### src/rtl/dsi_pkg.sv
`default_nettype none

package dsi_pkg;

  localparam int unsigned Q_W        = 32;
  localparam int unsigned COEF_W     = 16;
  localparam int unsigned DT_W       = 16;
  localparam int unsigned LANE_W     = 16;
  localparam int unsigned XYZ_W      = 48;
  localparam int unsigned THR_W      = 31;
  localparam int unsigned PHASE_W    = 2;
  localparam int unsigned NUM_AXES   = 3;
  localparam int unsigned AXIS_W     = 2;
  localparam int unsigned CFG_IDX_W  = 3;
  localparam int unsigned CFG_DATA_W = 48;
  localparam int unsigned SAT_IN_W   = 56;

  localparam logic [COEF_W-1:0] SPRING_COEF_RST = 16'd256;
  localparam logic [COEF_W-1:0] INV_MASS_RST    = 16'd256;
  localparam logic [COEF_W-1:0] DAMPING_RST     = 16'd0;
  localparam logic [THR_W-1:0]  SETTLE_THR_RST  = 31'd655;

  typedef enum logic [PHASE_W-1:0] {
    PH_START   = 2'd0,
    PH_MOVING  = 2'd1,
    PH_SETTLED = 2'd2
  } phase_e;

  typedef enum logic [CFG_IDX_W-1:0] {
    CFG_SPRING_COEF = 3'd0,
    CFG_REST_LENGTH = 3'd1,
    CFG_INV_MASS    = 3'd2,
    CFG_DAMPING     = 3'd3,
    CFG_GRAVITY     = 3'd4,
    CFG_START_POS   = 3'd5,
    CFG_SETTLE_THR  = 3'd6
  } cfg_reg_e;

  // Clamp a wide signed value to the signed Q16.16 range.
  function automatic logic signed [Q_W-1:0] sat_q32(input logic signed [SAT_IN_W-1:0] v);
    logic signed [Q_W-1:0] r;
    if ((&v[SAT_IN_W-1:Q_W-1]) || !(|v[SAT_IN_W-1:Q_W-1])) begin
      r = v[Q_W-1:0];
    end else if (v[SAT_IN_W-1]) begin
      r = {1'b1, {(Q_W-1){1'b0}}};
    end else begin
      r = {1'b0, {(Q_W-1){1'b1}}};
    end
    return r;
  endfunction

endpackage

`default_nettype wire

### src/rtl/dsi_in_if.sv
`default_nettype none

interface dsi_in_if;
  import dsi_pkg::*;

  logic            valid;
  logic            ready;
  logic [DT_W-1:0] delta_time;

  modport source (output valid, output delta_time, input ready);
  modport sink   (input valid, input delta_time, output ready);
endinterface

`default_nettype wire

### src/rtl/dsi_out_if.sv
`default_nettype none

interface dsi_out_if;
  import dsi_pkg::*;

  logic                     valid;
  logic                     ready;
  logic signed [Q_W-1:0]    pos_x;
  logic signed [Q_W-1:0]    pos_y;
  logic signed [Q_W-1:0]    pos_z;
  logic        [PHASE_W-1:0] phase;

  modport source (output valid, output pos_x, output pos_y, output pos_z, output phase,
                  input ready);
  modport sink   (input valid, input pos_x, input pos_y, input pos_z, input phase,
                  output ready);
endinterface

`default_nettype wire

### src/rtl/damped_spring_integrator.sv
// Damped spring integrator: one Euler step of a 3-axis mass on a spring per frame tick.
// in_i carries one tick (delta_time, unsigned Q0.16) per transaction; out_o returns one
// transaction per tick with the position (signed Q16.16 per axis) and the phase after it.
// The cfg_* port writes one register per cycle while cfg_we_i is high; the user must write it
// only while the block is idle, which the block itself does not enforce. Unknown register indexes are ignored.
// A tick in the start or settled phase needs no arithmetic: it goes straight to the done step.
// A tick in the moving phase runs a sequencer over one shared 17x45-bit multiplier, 9 steps
// per axis, before the done step. in_i is ready only while the sequencer is idle, so the block
// takes no new tick until the done step has passed the last one on.
// A finished result sits in the output register; the block goes back to idle and accepts the
// next tick while that result is still waiting, and only stalls at the end of the next tick
// if the receiver has not taken it by then.
// Reset clears position, velocity and phase (start) and loads the register defaults.
`default_nettype none

module damped_spring_integrator (
  input  logic                             clk_i,
  input  logic                             rst_ni,
  input  logic                             cfg_we_i,
  input  logic [dsi_pkg::CFG_IDX_W-1:0]    cfg_idx_i,
  input  logic [dsi_pkg::CFG_DATA_W-1:0]   cfg_data_i,
  dsi_in_if.sink                           in_i,
  dsi_out_if.source                        out_o
);
  import dsi_pkg::*;

  localparam int unsigned MA_W   = COEF_W + 1;
  localparam int unsigned T_W    = 45;
  localparam int unsigned PROD_W = MA_W + T_W;
  localparam int unsigned SHR_W  = PROD_W - 8;
  localparam int unsigned F_W    = SHR_W + 1;

  typedef enum logic [3:0] {
    ST_IDLE, ST_DIFF, ST_MUL_K, ST_MUL_D, ST_DRAG, ST_MUL_M, ST_FORCE, ST_MUL_T,
    ST_VEL, ST_POS, ST_DONE
  } st_e;

  // Configuration registers.
  logic        [COEF_W-1:0] spring_q, inv_mass_q, damping_q;
  logic signed [Q_W-1:0]    rest_q;
  logic        [XYZ_W-1:0]  gravity_q, start_pos_q;
  logic        [THR_W-1:0]  thr_q;

  st_e                    state_q;
  phase_e                 phase_q;
  logic [AXIS_W-1:0]      axis_q;
  logic                   settled_q;
  logic signed [Q_W-1:0]  pos_q [NUM_AXES];
  logic signed [Q_W-1:0]  vel_q [NUM_AXES];
  logic                   out_valid_q;
  logic signed [Q_W-1:0]  out_pos_q [NUM_AXES];
  phase_e                 out_phase_q;

  logic [DT_W-1:0]        dt_q;
  logic signed [T_W-1:0]  t_q;
  logic signed [PROD_W-1:0] prod_q, prod_d;

  logic signed [MA_W-1:0] mul_a;
  logic signed [T_W-1:0]  mul_b;
  logic signed [Q_W-1:0]  pos_sel, vel_sel, grav256, f_sat, accel;
  logic signed [SHR_W-1:0] shr8;
  logic signed [F_W-1:0]  force_sum;
  logic signed [Q_W:0]    vel_sum, pos_sum, accel_ext;
  logic        [Q_W-1:0]  accel_mag;
  logic [LANE_W-1:0]      grav_lane;
  logic                   in_fire, out_fire;

  assign in_i.ready = (state_q == ST_IDLE);
  assign in_fire    = in_i.valid && in_i.ready;
  assign out_fire   = out_o.valid && out_o.ready;

  assign out_o.valid = out_valid_q;
  assign out_o.pos_x = out_pos_q[0];
  assign out_o.pos_y = out_pos_q[1];
  assign out_o.pos_z = out_pos_q[2];
  assign out_o.phase = out_phase_q;

  always_ff @(posedge clk_i or negedge rst_ni) begin
    if (!rst_ni) begin
      spring_q    <= SPRING_COEF_RST;
      rest_q      <= '0;
      inv_mass_q  <= INV_MASS_RST;
      damping_q   <= DAMPING_RST;
      gravity_q   <= '0;
      start_pos_q <= '0;
      thr_q       <= SETTLE_THR_RST;
    end else if (cfg_we_i) begin
      case (cfg_reg_e'(cfg_idx_i))
        CFG_SPRING_COEF: spring_q    <= cfg_data_i[COEF_W-1:0];
        CFG_REST_LENGTH: rest_q      <= cfg_data_i[Q_W-1:0];
        CFG_INV_MASS:    inv_mass_q  <= cfg_data_i[COEF_W-1:0];
        CFG_DAMPING:     damping_q   <= cfg_data_i[COEF_W-1:0];
        CFG_GRAVITY:     gravity_q   <= cfg_data_i[XYZ_W-1:0];
        CFG_START_POS:   start_pos_q <= cfg_data_i[XYZ_W-1:0];
        CFG_SETTLE_THR:  thr_q       <= cfg_data_i[THR_W-1:0];
        default: ;
      endcase
    end
  end

  // Shared multiplier operand selection and the per-step adders.
  always_comb begin
    pos_sel   = pos_q[axis_q];
    vel_sel   = vel_q[axis_q];
    grav_lane = gravity_q[LANE_W*axis_q +: LANE_W];
    grav256   = {{(Q_W-LANE_W-8){grav_lane[LANE_W-1]}}, grav_lane, 8'b0};

    case (state_q)
      ST_MUL_K: begin
        mul_a = $signed({1'b0, spring_q});
        mul_b = t_q;
      end
      ST_MUL_D: begin
        mul_a = $signed({1'b0, damping_q});
        mul_b = T_W'(vel_sel);
      end
      ST_MUL_M: begin
        mul_a = $signed({1'b0, inv_mass_q});
        mul_b = t_q;
      end
      ST_MUL_T: begin
        mul_a = $signed({1'b0, dt_q});
        mul_b = t_q;
      end
      default: begin
        mul_a = '0;
        mul_b = '0;
      end
    endcase
    prod_d = mul_a * mul_b;

    // Dropping low bits of the two's complement product rounds toward minus infinity.
    shr8      = prod_q[PROD_W-1:8];
    force_sum = F_W'(shr8) + F_W'(grav256);
    f_sat     = sat_q32(SAT_IN_W'(force_sum));

    // f fits 32 bits and dt is below one, so the scaled step also fits 32 bits.
    accel     = prod_q[Q_W+15:16];
    accel_ext = (Q_W+1)'(accel);
    accel_mag = accel[Q_W-1] ? Q_W'(-accel_ext) : Q_W'(accel_ext);
    vel_sum   = (Q_W+1)'(vel_sel) + accel_ext;
    pos_sum   = (Q_W+1)'(pos_sel) + (Q_W+1)'(vel_sel);
  end

  always_ff @(posedge clk_i) begin
    prod_q <= prod_d;
    if (in_fire) begin
      dt_q <= in_i.delta_time;
    end
    case (state_q)
      ST_DIFF:  t_q <= T_W'(pos_sel) - T_W'(rest_q);
      ST_MUL_D: t_q <= -T_W'(shr8);
      ST_DRAG:  t_q <= t_q - T_W'(shr8);
      ST_FORCE: t_q <= T_W'(f_sat);
      default: ;
    endcase
  end

  always_ff @(posedge clk_i or negedge rst_ni) begin
    if (!rst_ni) begin
      state_q     <= ST_IDLE;
      phase_q     <= PH_START;
      axis_q      <= '0;
      settled_q   <= 1'b0;
      out_valid_q <= 1'b0;
      out_phase_q <= PH_START;
      for (int i = 0; i < NUM_AXES; i++) begin
        pos_q[i]     <= '0;
        vel_q[i]     <= '0;
        out_pos_q[i] <= '0;
      end
    end else begin
      if (out_fire) begin
        out_valid_q <= 1'b0;
      end
      case (state_q)
        ST_IDLE: begin
          if (in_fire) begin
            case (phase_q)
              PH_START: begin
                for (int i = 0; i < NUM_AXES; i++) begin
                  vel_q[i] <= '0;
                  pos_q[i] <= {{(Q_W-LANE_W-8){start_pos_q[LANE_W*i+LANE_W-1]}},
                               start_pos_q[LANE_W*i +: LANE_W], 8'b0};
                end
                phase_q <= PH_MOVING;
                state_q <= ST_DONE;
              end
              PH_MOVING: begin
                axis_q    <= '0;
                settled_q <= 1'b1;
                state_q   <= ST_DIFF;
              end
              default: begin
                phase_q <= PH_START;
                state_q <= ST_DONE;
              end
            endcase
          end
        end
        ST_DIFF:  state_q <= ST_MUL_K;
        ST_MUL_K: state_q <= ST_MUL_D;
        ST_MUL_D: state_q <= ST_DRAG;
        ST_DRAG:  state_q <= ST_MUL_M;
        ST_MUL_M: state_q <= ST_FORCE;
        ST_FORCE: state_q <= ST_MUL_T;
        ST_MUL_T: state_q <= ST_VEL;
        ST_VEL: begin
          vel_q[axis_q] <= sat_q32(SAT_IN_W'(vel_sum));
          if (!(accel_mag < {1'b0, thr_q})) begin
            settled_q <= 1'b0;
          end
          state_q <= ST_POS;
        end
        ST_POS: begin
          pos_q[axis_q] <= sat_q32(SAT_IN_W'(pos_sum));
          if (axis_q == AXIS_W'(NUM_AXES - 1)) begin
            if (settled_q) begin
              phase_q <= PH_SETTLED;
            end
            state_q <= ST_DONE;
          end else begin
            axis_q  <= axis_q + 1'b1;
            state_q <= ST_DIFF;
          end
        end
        ST_DONE: begin
          if (!out_valid_q || out_o.ready) begin
            out_valid_q <= 1'b1;
            out_phase_q <= phase_q;
            for (int i = 0; i < NUM_AXES; i++) begin
              out_pos_q[i] <= pos_q[i];
            end
            state_q <= ST_IDLE;
          end
        end
        default: state_q <= ST_IDLE;
      endcase
    end
  end

  a_axis_range: assert property (@(posedge clk_i) disable iff (!rst_ni)
    axis_q <= AXIS_W'(NUM_AXES - 1))
    else $error("axis counter out of range");

  a_result_from_done: assert property (@(posedge clk_i) disable iff (!rst_ni)
    $rose(out_valid_q) |-> $past(state_q == ST_DONE))
    else $error("result raised outside the done step");

  a_moving_starts_seq: assert property (@(posedge clk_i) disable iff (!rst_ni)
    (in_fire && phase_q == PH_MOVING) |=> (state_q == ST_DIFF && axis_q == '0 && settled_q))
    else $error("moving tick did not start the sequence at the first axis");

  a_start_clears_vel: assert property (@(posedge clk_i) disable iff (!rst_ni)
    (in_fire && phase_q == PH_START) |=>
      (vel_q[0] == '0 && vel_q[1] == '0 && vel_q[2] == '0 && phase_q == PH_MOVING))
    else $error("start tick did not clear velocity");

  a_settle_at_last_pos: assert property (@(posedge clk_i) disable iff (!rst_ni)
    (phase_q == PH_SETTLED && $past(phase_q) == PH_MOVING) |->
      $past(state_q == ST_POS && settled_q))
    else $error("settled phase entered outside the last position update");

endmodule

`default_nettype wire

### src/flat_wrapper.sv
// flat-port wrapper written by rule: the top's interface ports become plain ports
module damped_spring_integrator_flat import dsi_pkg::*;
  (clk_i, rst_ni, cfg_we_i, cfg_idx_i, cfg_data_i, in_i_valid, in_i_delta_time, in_i_ready, out_o_valid, out_o_pos_x, out_o_pos_y, out_o_pos_z, out_o_phase, out_o_ready);
  dsi_in_if in_i_i ();
  dsi_out_if out_o_i ();
  input  logic clk_i;
  input  logic rst_ni;
  input  logic cfg_we_i;
  input  logic [dsi_pkg::CFG_IDX_W-1:0] cfg_idx_i;
  input  logic [dsi_pkg::CFG_DATA_W-1:0] cfg_data_i;
  input wire logic [$bits(in_i_i.valid)-1:0] in_i_valid;
  input wire logic [$bits(in_i_i.delta_time)-1:0] in_i_delta_time;
  output wire logic [$bits(in_i_i.ready)-1:0] in_i_ready;
  output wire logic [$bits(out_o_i.valid)-1:0] out_o_valid;
  output wire logic [$bits(out_o_i.pos_x)-1:0] out_o_pos_x;
  output wire logic [$bits(out_o_i.pos_y)-1:0] out_o_pos_y;
  output wire logic [$bits(out_o_i.pos_z)-1:0] out_o_pos_z;
  output wire logic [$bits(out_o_i.phase)-1:0] out_o_phase;
  input wire logic [$bits(out_o_i.ready)-1:0] out_o_ready;
  assign in_i_i.valid = in_i_valid;
  assign in_i_i.delta_time = in_i_delta_time;
  assign in_i_ready = in_i_i.ready;
  assign out_o_valid = out_o_i.valid;
  assign out_o_pos_x = out_o_i.pos_x;
  assign out_o_pos_y = out_o_i.pos_y;
  assign out_o_pos_z = out_o_i.pos_z;
  assign out_o_phase = out_o_i.phase;
  assign out_o_i.ready = out_o_ready;
  damped_spring_integrator u_core (.clk_i(clk_i), .rst_ni(rst_ni), .cfg_we_i(cfg_we_i), .cfg_idx_i(cfg_idx_i), .cfg_data_i(cfg_data_i), .in_i(in_i_i), .out_o(out_o_i));
endmodule
### config.mk
export PLATFORM = sky130hd
export DESIGN_NAME = damped_spring_integrator_flat
export DESIGN_NICKNAME = d
export VERILOG_FILES = /design/src/rtl/dsi_pkg.sv /design/src/rtl/dsi_in_if.sv /design/src/rtl/dsi_out_if.sv /design/src/rtl/damped_spring_integrator.sv /design/src/flat_wrapper.sv
export SDC_FILE = /design/constraint.sdc
export NUM_CORES = 2
export LEC_CHECK = 0
export BUFFER_PORTS_ARGS = -buffer_cell sky130_fd_sc_hd__buf_2
export CAP_MARGIN = 20
export CORE_ASPECT_RATIO = 1.25
export CORE_MARGIN = 2
export CORE_UTILIZATION = 37
export CTS_CLUSTER_SIZE = 8
export DETAILED_ROUTE_END_ITERATION = 7
export PLACE_DENSITY = 0.55
export SLEW_MARGIN = 20
export SYNTH_ARGS = -nofsm -noshare
export SYNTH_HDL_FRONTEND = slang
export SYNTH_SLANG_ARGS = --single-unit
### constraint.sdc
create_clock -name clk_i -period 10.2 [get_ports clk_i]
set_clock_uncertainty 0.05 [all_clocks]
set_input_delay 2.04 -clock clk_i [delete_from_list [all_inputs] [get_ports clk_i]]
set_output_delay 2.04 -clock clk_i [all_outputs]
set_load 0.03 [all_outputs]
==> impl_metrics.tcl <==
set metrics [dict create \
    cpPeakStageDelay_ns 0.80 \
    crit_fanout 33 \
    clk_latency_ns 0.71 \
    final.period_utilization_pct 92.8 \
    synthArstFlopShare_pct 81.5 \
    crit_arrival_ns 9.98 \
    viasPerCell 5.63 \
    path_buf_inv 3 \
    drc 0 \
    ys_seq_area_share_pct 25.5 \
    tritoncts "done" \
    clockRootBuffer "clkbuf_16" \
    yosysMostFrequentCell "inv_1" \
    layout.cells.non_filler 8970 \
    synth.cell_area_mm2 0.0612 \
    relSlewSlack_pct 17.9 \
    slew_violations 0 \
    synth.distinct_cells 101 \
    grt_start_max_net_pins 167 \
    final_nets 7846 \
    hp-class "reg -> reg" \
    netlist_top_cells_count "912 x inv_1, 769 x nand2_1, 674 x fa_1, 499 x dfrtp_1, 466 x nor2_1" \
    criticalPathCategory "reg -> reg" \
    gp_congestion 0.971 \
    fin_crit_ns 9.47 \
    wl_mm 224 \
    finalSetupViolCount 0 \
    clk_path_buf_depth 3 \
    overflow 0 \
    htreeDepth 3 \
    worstPathRequired_ns 10.71 \
    portBuffers 171 \
    clk_pin_slew_worst_paths_ns 0.06 \
    ctsHoldBuffers 0 \
    met1_length_mm 87.5 \
    powerDensity_mw_per_mm2 326 \
    startpoint_type "flip-flop" \
    dominantRegCellSynth "dfrtp_1" \
    fin_ws_ns 0.735 \
    drive_gt1_share_pct 12.3 \
    track_usage_pct 26.5 \
    startpoint "u_core.axis_q[1]" \
    grt_pass1_wl_mm 337 \
    wl_per_cell_um 25.0 \
    avgSynthCellArea_um2 9.30 \
    status "finished, final reports clean" \
    num_rows 166 \
    via_count 50500 \
    worstHoldStart "u_core.vel_q[48]" \
    dp.cells 8828 \
    drtAntennaViolNets 0 \
    rsz0062_at_grt "false" \
    cpMostUsedCell "fa_1" \
    dr.pass1.iters 6 \
    place_ws_ns 0.658 \
    cts.sinks 622 \
    syn_to_final_growth_pct 11.0 \
    dpl.hpwl_mm 179 \
    cap_violations 0 \
    fin_setup_tns_ns 0 \
    critical-path-slowest-cell "nor2_4" \
    cts_buffers 89 \
    met3_length_mm 14.0 \
    ys_seq_elements 622 \
    synth_fp_nets 7689 \
    die_h_um 459 \
    synth_warnings 0 \
    hold_slack_ns 0.429 \
    core_area_mm2 0.164 \
    r2r-start "u_core.axis_q[1]" \
    syn_inst 6581 \
    drtIter0Drc 4047 \
    die_x_um 368 \
    grt_pass1_vias 51900 \
    route.met2.wl_mm 108 \
    worstSetupEndpointType "flip-flop" \
    worst_pin_slew_ns 1.23 \
    max_freq_mhz 106 \
    antenna_found_initial 10 \
    synth_edf_count 61 \
    multiInputGateArea_mm2 0.0412 \
    synth.top_cell.area_share_pct 22.0 \
    synth_top_cell_by_area "fa_1" \
    cts_setup_buffers 0 \
    area.sequential_mm2 0.0156 \
    fillers 16400 \
    die-area_mm2 0.169 \
    initial_core_util_pct 37.3 \
    highest_layer "met5" \
    cpLargestDelayFamily "adder cells" \
    utilization_pct 41.4 \
    ios 172 \
    hold_violations 0 \
    yosys-top-cells-area "fa_1 22%, dfrtp_1 20%, ha_1 7.4%, inv_1 5.6%, mux2_2 5.0%" \
    ir_drop_mv 0.214 \
    total_leakage_power_nw 31.9 \
]
state kept, by name (all words and copies together), names as in the netlist:
signal,count
u_core.pos_q,96
u_core.vel_q,96
u_core.prod_q,54
u_core.gravity_q,48
u_core.start_pos_q,48
u_core.t_q,45
u_core.out_o.pos_x,32
u_core.out_o.pos_y,32
u_core.out_o.pos_z,32
u_core.rest_q,32
u_core.thr_q,31
u_core.damping_q,16
u_core.dt_q,16
u_core.inv_mass_q,16
u_core.spring_q,16
u_core.state_q,4
u_core.axis_q,2
u_core.out_o.phase,2
u_core.phase_q,2
u_core.out_o.valid,1
u_core.settled_q,1
kinds of logic after synthesis:
group	share of synthesized area, %
buf+inv	7.48
xor+xnor	3.78
compound gates	15.2
fa+ha+maj	29.5
simple gates	12.2
mux	6.46
flops	25.5
cell usage in the layout (no fill, tap or decap), drive strengths merged, types with 19 or more instances in the layout:
master	Yosys	layout
a211oi	30	30
a21o	161	161
a21oi	359	359
a221o	75	75
a22o	68	68
a22oi	46	46
a31oi	19	19
and2	24	24
and3	29	29
buf	37	363
clkbuf	260	127
dfrtp	499	499
dfxtp	54	54
edfxtp	61	61
fa	674	674
ha	362	362
inv	912	915
mux2	273	273
mux2i	88	88
nand2	769	769
nand2b	44	44
nand3	73	73
nand4	49	49
nor2	466	466
nor2b	41	41
nor3	68	68
o211ai	23	23
o21a	31	31
o21ai	336	336
o21bai	29	29
o221ai	19	19
o22ai	54	54
o31ai	19	19
or3	28	28
xnor2	190	190
xor2	74	74
final timing paths:
path	to	slack [ns]	cells after the start
min in group asynchronous	u_core.out_o.pos_x[20]	1.32	1
worst max-delay path	u_core.prod_q[61]	0.73	27
worst min-delay path	u_core.vel_q[48]	0.43	2
max in group asynchronous	u_core.axis_q[1]	7.23	2
worst max register to register	u_core.prod_q[61]	0.73	27
worst min register to register	u_core.vel_q[48]	0.43	2
power by group:
part | internal (mW) | switching, mW | total [mW]
clock | 1.67 | 1.19 | 2.86
sequential | 3.53 | 0.816 | 4.34
combinational | 5.28 | 9.68 | 15.0
per-stage QoR:
stage | power (mW) | cell area (µm²)
2_1_floorplan | 13.9 | 61200
3_3_place_gp | 19.1 | 65300
3_5_place_dp | 19.1 | 65300
4_1_cts | 22.2 | 67900
5_1_grt | 23.8 | 68000
6_report | 22.2 | 68000
worst min-delay path: stages (launching register included):
cell and delay (ns):
dfrtp_1 0.34, nand2_1 0.05, o21ai_0 0.06
what timing repair did:
item,CTS,global route
hold endpoints to repair,0,0
gates resized for setup,0,1
setup endpoints to repair,0,1
per-layer routing:
layer  track usage (%)  up-vias
met5                 0        -
met4              14.6        4
met3              3.59      491
met2              45.1     1994
met1              32.5    25600
li1                  -    22400
area by class of cell:
cell class              instances  share of cell area, %
diodes                          4                 0.0147
clock buffers                 127                   3.59
clock inverters                 8                  0.219
inverters                     913                   5.04
multi-input cells            4749                   60.6
flip-flops and latches        622                   23.0
well taps                    2184                   4.02
repair buffers                363                   3.55
Power figures use the tool's default switching activity.
